[src/hw/rtl/hit_pkg.sv]
// Shared types and constants for the histogram isodata threshold block.
// No dependencies; every other file imports this package.
`timescale 1ns / 1ps

package hit_pkg;

   localparam int NUM_BINS  = 256;
   localparam int BIN_AW    = 8;
   localparam int PIX_W     = 8;
   localparam int CNT_W     = 21;
   localparam int TOT_CNT_W = CNT_W + BIN_AW;
   localparam int SUM_W     = TOT_CNT_W + PIX_W;
   localparam int PROD_W    = CNT_W + PIX_W;

   localparam logic [CNT_W-1:0] BIN_MAX = {CNT_W{1'b1}};
   localparam logic [PIX_W-1:0] THR_MAX = {PIX_W{1'b1}};

   // Commands from the controller to the datapath.
   typedef struct packed {
      logic accept;     // capture a request and read its bin
      logic upd;        // write back the incremented bin
      logic scan_init;  // reset the scan index and the lower sums
      logic fetch;      // read the bin at the scan index
      logic div_start;  // launch both mean dividers
      logic lo_add;     // fold the current bin into the lower sums
      logic t_inc;      // advance the scan index
      logic set_found;  // load the result with the scan index
      logic set_none;   // load the no-convergence result
      logic clear;      // empty the histogram after the response
   } hit_cmd_type;

   // Status from the datapath to the controller.
   typedef struct packed {
      logic last;       // captured request ends the frame
      logic started;    // scan has reached the lowest occupied bin
      logic div_done;   // dividers finish in this cycle
      logic match;      // stop condition holds at the scan index
      logic t_last;     // scan index is the top bin
   } hit_sts_type;

endpackage

[src/hw/rtl/hit_ctrl.sv]
// Controller: sequences bin updates, the threshold scan and the response.
// Depends on hit_pkg; drives the datapath through hit_cmd_type.
`timescale 1ns / 1ps

module hit_ctrl import hit_pkg::*; (
   input  logic        clock,
   input  logic        reset,
   input  logic        req_valid,
   output logic        req_ready,
   output logic        rsp_valid,
   input  logic        rsp_ready,
   input  hit_sts_type sts,
   output hit_cmd_type cmd
);

   typedef enum logic [6:0] {
      S_IDLE  = 7'b0000001,
      S_UPD   = 7'b0000010,
      S_FETCH = 7'b0000100,
      S_EVAL  = 7'b0001000,
      S_DIV   = 7'b0010000,
      S_CHECK = 7'b0100000,
      S_OUT   = 7'b1000000
   } hit_state_type;

   hit_state_type state_ff, state_in;

   // Next state and commands.
   always_comb begin
      state_in  = state_ff;
      cmd       = '0;
      req_ready = 1'b0;
      rsp_valid = 1'b0;
      case (state_ff)
         S_IDLE: begin
            req_ready  = 1'b1;
            cmd.accept = req_valid;
            if (req_valid) begin
               state_in = S_UPD;
            end
         end
         S_UPD: begin
            cmd.upd = 1'b1;
            if (sts.last) begin
               cmd.scan_init = 1'b1;
               state_in      = S_FETCH;
            end else begin
               state_in = S_IDLE;
            end
         end
         S_FETCH: begin
            cmd.fetch = 1'b1;
            state_in  = S_EVAL;
         end
         S_EVAL: begin
            if (sts.started) begin
               cmd.div_start = 1'b1;
               state_in      = S_DIV;
            end else begin
               cmd.lo_add = 1'b1;
               cmd.t_inc  = 1'b1;
               state_in   = S_FETCH;
            end
         end
         S_DIV: begin
            if (sts.div_done) begin
               state_in = S_CHECK;
            end
         end
         S_CHECK: begin
            if (sts.match) begin
               cmd.set_found = 1'b1;
               state_in      = S_OUT;
            end else if (sts.t_last) begin
               cmd.set_none = 1'b1;
               state_in     = S_OUT;
            end else begin
               cmd.lo_add = 1'b1;
               cmd.t_inc  = 1'b1;
               state_in   = S_FETCH;
            end
         end
         S_OUT: begin
            rsp_valid = 1'b1;
            if (rsp_ready) begin
               cmd.clear = 1'b1;
               state_in  = S_IDLE;
            end
         end
         default: begin
            state_in = S_IDLE;
         end
      endcase
   end

   always_ff @(posedge clock) begin
      if (reset) begin
         state_ff <= S_IDLE;
      end else begin
         state_ff <= state_in;
      end
   end

endmodule

[config.mk]
export PLATFORM = sky130hd
export DESIGN_NAME = hit_ctrl
export DESIGN_NICKNAME = d
export VERILOG_FILES = /design/src/hw/rtl/hit_pkg.sv /design/src/hw/rtl/hit_ctrl.sv
export SDC_FILE = /design/constraint.sdc
export NUM_CORES = 1
export LEC_CHECK = 0
export BUFFER_PORTS_ARGS = -buffer_cell sky130_fd_sc_hd__buf_4
export CAP_MARGIN = 30
export CORE_AREA = 2 2 39 41
export DETAILED_ROUTE_END_ITERATION = 16
export DIE_AREA = 0 0 41 43
export PLACE_DENSITY_LB_ADDON = 0.25
export SYNTH_ARGS = -nofsm -noshare
export SYNTH_HDL_FRONTEND = slang
export SYNTH_SLANG_ARGS = --single-unit
[constraint.sdc]
create_clock -name clock -period 3.2 [get_ports clock]
set_input_delay 0 -clock clock [delete_from_list [all_inputs] [get_ports clock]]
set_output_delay 0 -clock clock [all_outputs]
set_load 0.02 [all_outputs]
==> qor.txt <==
status: complete, no violations
DP Area: 620.6 um2
hold_sp: rsp_ready
reg-to-reg startpoint: state_ff[0]
WS Path Type: reg2out
Top Ports: 21
Hold Vio Cnt, Final: 0
clk sinks: 7
fillers: 155
Vias/cell: 5.265
DP Cell Count: 93
unrepaired setup endpoints after global routing: false
Final nets: 92
DRC: 0
Seq/Total Area, Yosys: 29.87%
Worst EP required: 3200 ps
clk_skew: 8.141 ps
min cycle time layout: 1771 ps
Die Span X: 41 um
Max Root-Sink Buffers: 2
Crit Path Max Fanout: 7
I/O Buffers: 20
antenna violations before repair: 0
Post-synth top cells: dfxtp_1 (7), and2_1 (6), nor2_1 (6)
Initial Util: 33.91%
post-route ant nets: 0
Yosys top cell by area: dfxtp_1
PwrDens: 338.2 nW/um2
fmax: 564.7 MHz
vias: 516
leakage: 0.3052 nW
# setup viols final: 0
total of max-cap violations: 0
syn nets: 68
pin count of the biggest net entering global routing: 9
area of the core: 1384 um2
Worst Hold Depth: 3
First-pass DRT Iterations: 2
Mapped Area: 469.2 um2
hold_buf cts: 1
post-CTS sizing: 0
DIE AREA: 1763 um2
FP Rows: 14
Avg Inst Size Synth: 7.953 um2
Worst Setup Start Kind: flop
Crit. Startpoint: state_ff[5]
CTS tree: yes
Layout Cells excl Fill: 98
final slew viol count: 0
Storage cell area: 140.1 um2
final worst path period share: 55.34%
Die Span Y: 43 um
share of the synthesized area in the top cell type: 29.87%
number of global-route vias before repair: 517
Max VDD drop: 0.1726 mV
WL per Instance: 12.29 um
ANT cells: 0
worst skew pair latency: 260 ps
initial drt markers: 18
Largest register FFs: 7
Yosys reg bits: 7
RD Place Congestion: 0.8246
Root Driver: clkbuf_4
Slew HR: 69.32%
WHS: 32.14 ps
Synth async-reset ratio: 0%
post-synthesis instance total: 59
H-tree levels: 1
cell with the most instances after synthesis: dfxtp_1
Worst Reg-to-Reg Cells: 4
layout cells sized above 1: 30.49%
GRT Util Overall: 16.38%
synthesis warning total: 0
DP Wirelength: 921.1 um
CTS clock-pin slew for the worst setup and hold paths: 60 ps
crit path DAT: 1770 ps
setup bufs post-CTS: 0
Area Overhead vs Synth: 40.00%
Post-synth EDFFs: 0
Netlist cell types: 29
CP endpoint kind: output pin
synth top area cells: dfxtp_1 (30%), and2_1 (8.0%), nor2_1 (4.8%)
top flop regs: state_ff (7)
cts bufs inserted: 3
largest reg by FF count: state_ff
final setup TNS: 0 ps
worst-margin pin slew: 453.8 ps
grt total ovfl: 0
first-pass GRT wire length: 2001 um
worst min-delay path category: in2reg
Routed Wire Length: 1204 um
Most used DFF post-synth: dfxtp_1
Design Area, Final: 656.9 um2
Multi-input gate area: 306.5 um2
==> worst paths after layout <==
kind | end | slack [ps]
setup / recovery | cmd[3] | 1430
hold / removal | state_ff[6] | 30
setup reg to reg | state_ff[4] | 1670
hold reg to reg | state_ff[6] | 690
==> kinds of logic after synthesis <==
| kind of cell | after synthesis | synth area share, % |
|---|---|---|
| buffers and inverters | 3 | 4.800 |
| xor gates and xnor gates | 1 | 1.867 |
| AOI/OAI and AO/OA | 11 | 15.74 |
| and+or+nand+nor | 37 | 47.74 |
| DFF | 7 | 29.87 |
==> through the flow <==
stage	setup slack (ps)	power (mW)	utilization, %
5_1_grt	1333	0.2327	47.47
3_5_place_dp	1695	0.1386	44.85
3_3_place_gp	1719	0.1386	44.85
2_1_floorplan	1580	0.1183	-
4_1_cts	1437	0.2223	47.47
6_report	1429	0.2221	47.47
==> report_power, final <==
part / internal [mW] / switching [mW]
logic: 0.0224 / 0.0211
registers: 0.0900 / 0.00442
clock network: 0.0478 / 0.0363
==> layout make-up <==
cell class / count / area share [%]
clock buffers: 4 / 4.000
flip-flops and latches: 7 / 21.33
inverters: 1 / 0.5714
repair buffers: 21 / 24.38
well taps: 16 / 3.048
multi-input cells: 49 / 46.67
==> layout by cell type (no fill, tap or decap), drive strengths merged <==
cell,synthesis,routed
inv,1,1
nor2,6,6
dfxtp,7,7
nor4,2,2
dlygate4sd3,0,1
nor3b,1,1
nand2b,3,3
and3b,1,1
nor3,2,2
and2,6,6
nand2,3,3
nand3,1,1
or2b,1,1
o21ba,1,1
or4b,1,1
or3,3,3
nor4b,1,1
xor2,1,1
a31oi,2,2
buf,2,20
and4b,2,2
o22ai,1,1
o41ai,1,1
a21oi,5,5
a21o,1,1
clkbuf,0,4
and3,2,2
or2,2,2
==> worst max-delay path, cell delays in order, from the launching register on <==
cell and delay (ps):
dfxtp_1 450, or4b_1 470, or2_1 250, a21oi_2 170, buf_4 170
==> routing by layer <==
metal / share of wire [%] / vias up / GRT usage (%)
li1: - / 261 / -
met3: 8.8 / 2 / 6.283
met1: 46 / 234 / 21.29
met4: 1.6 / 0 / 7.333
met5: 0 / - / 0
met2: 44 / 19 / 23.13
No activity file was read; power rests on OpenSTA's default activity.
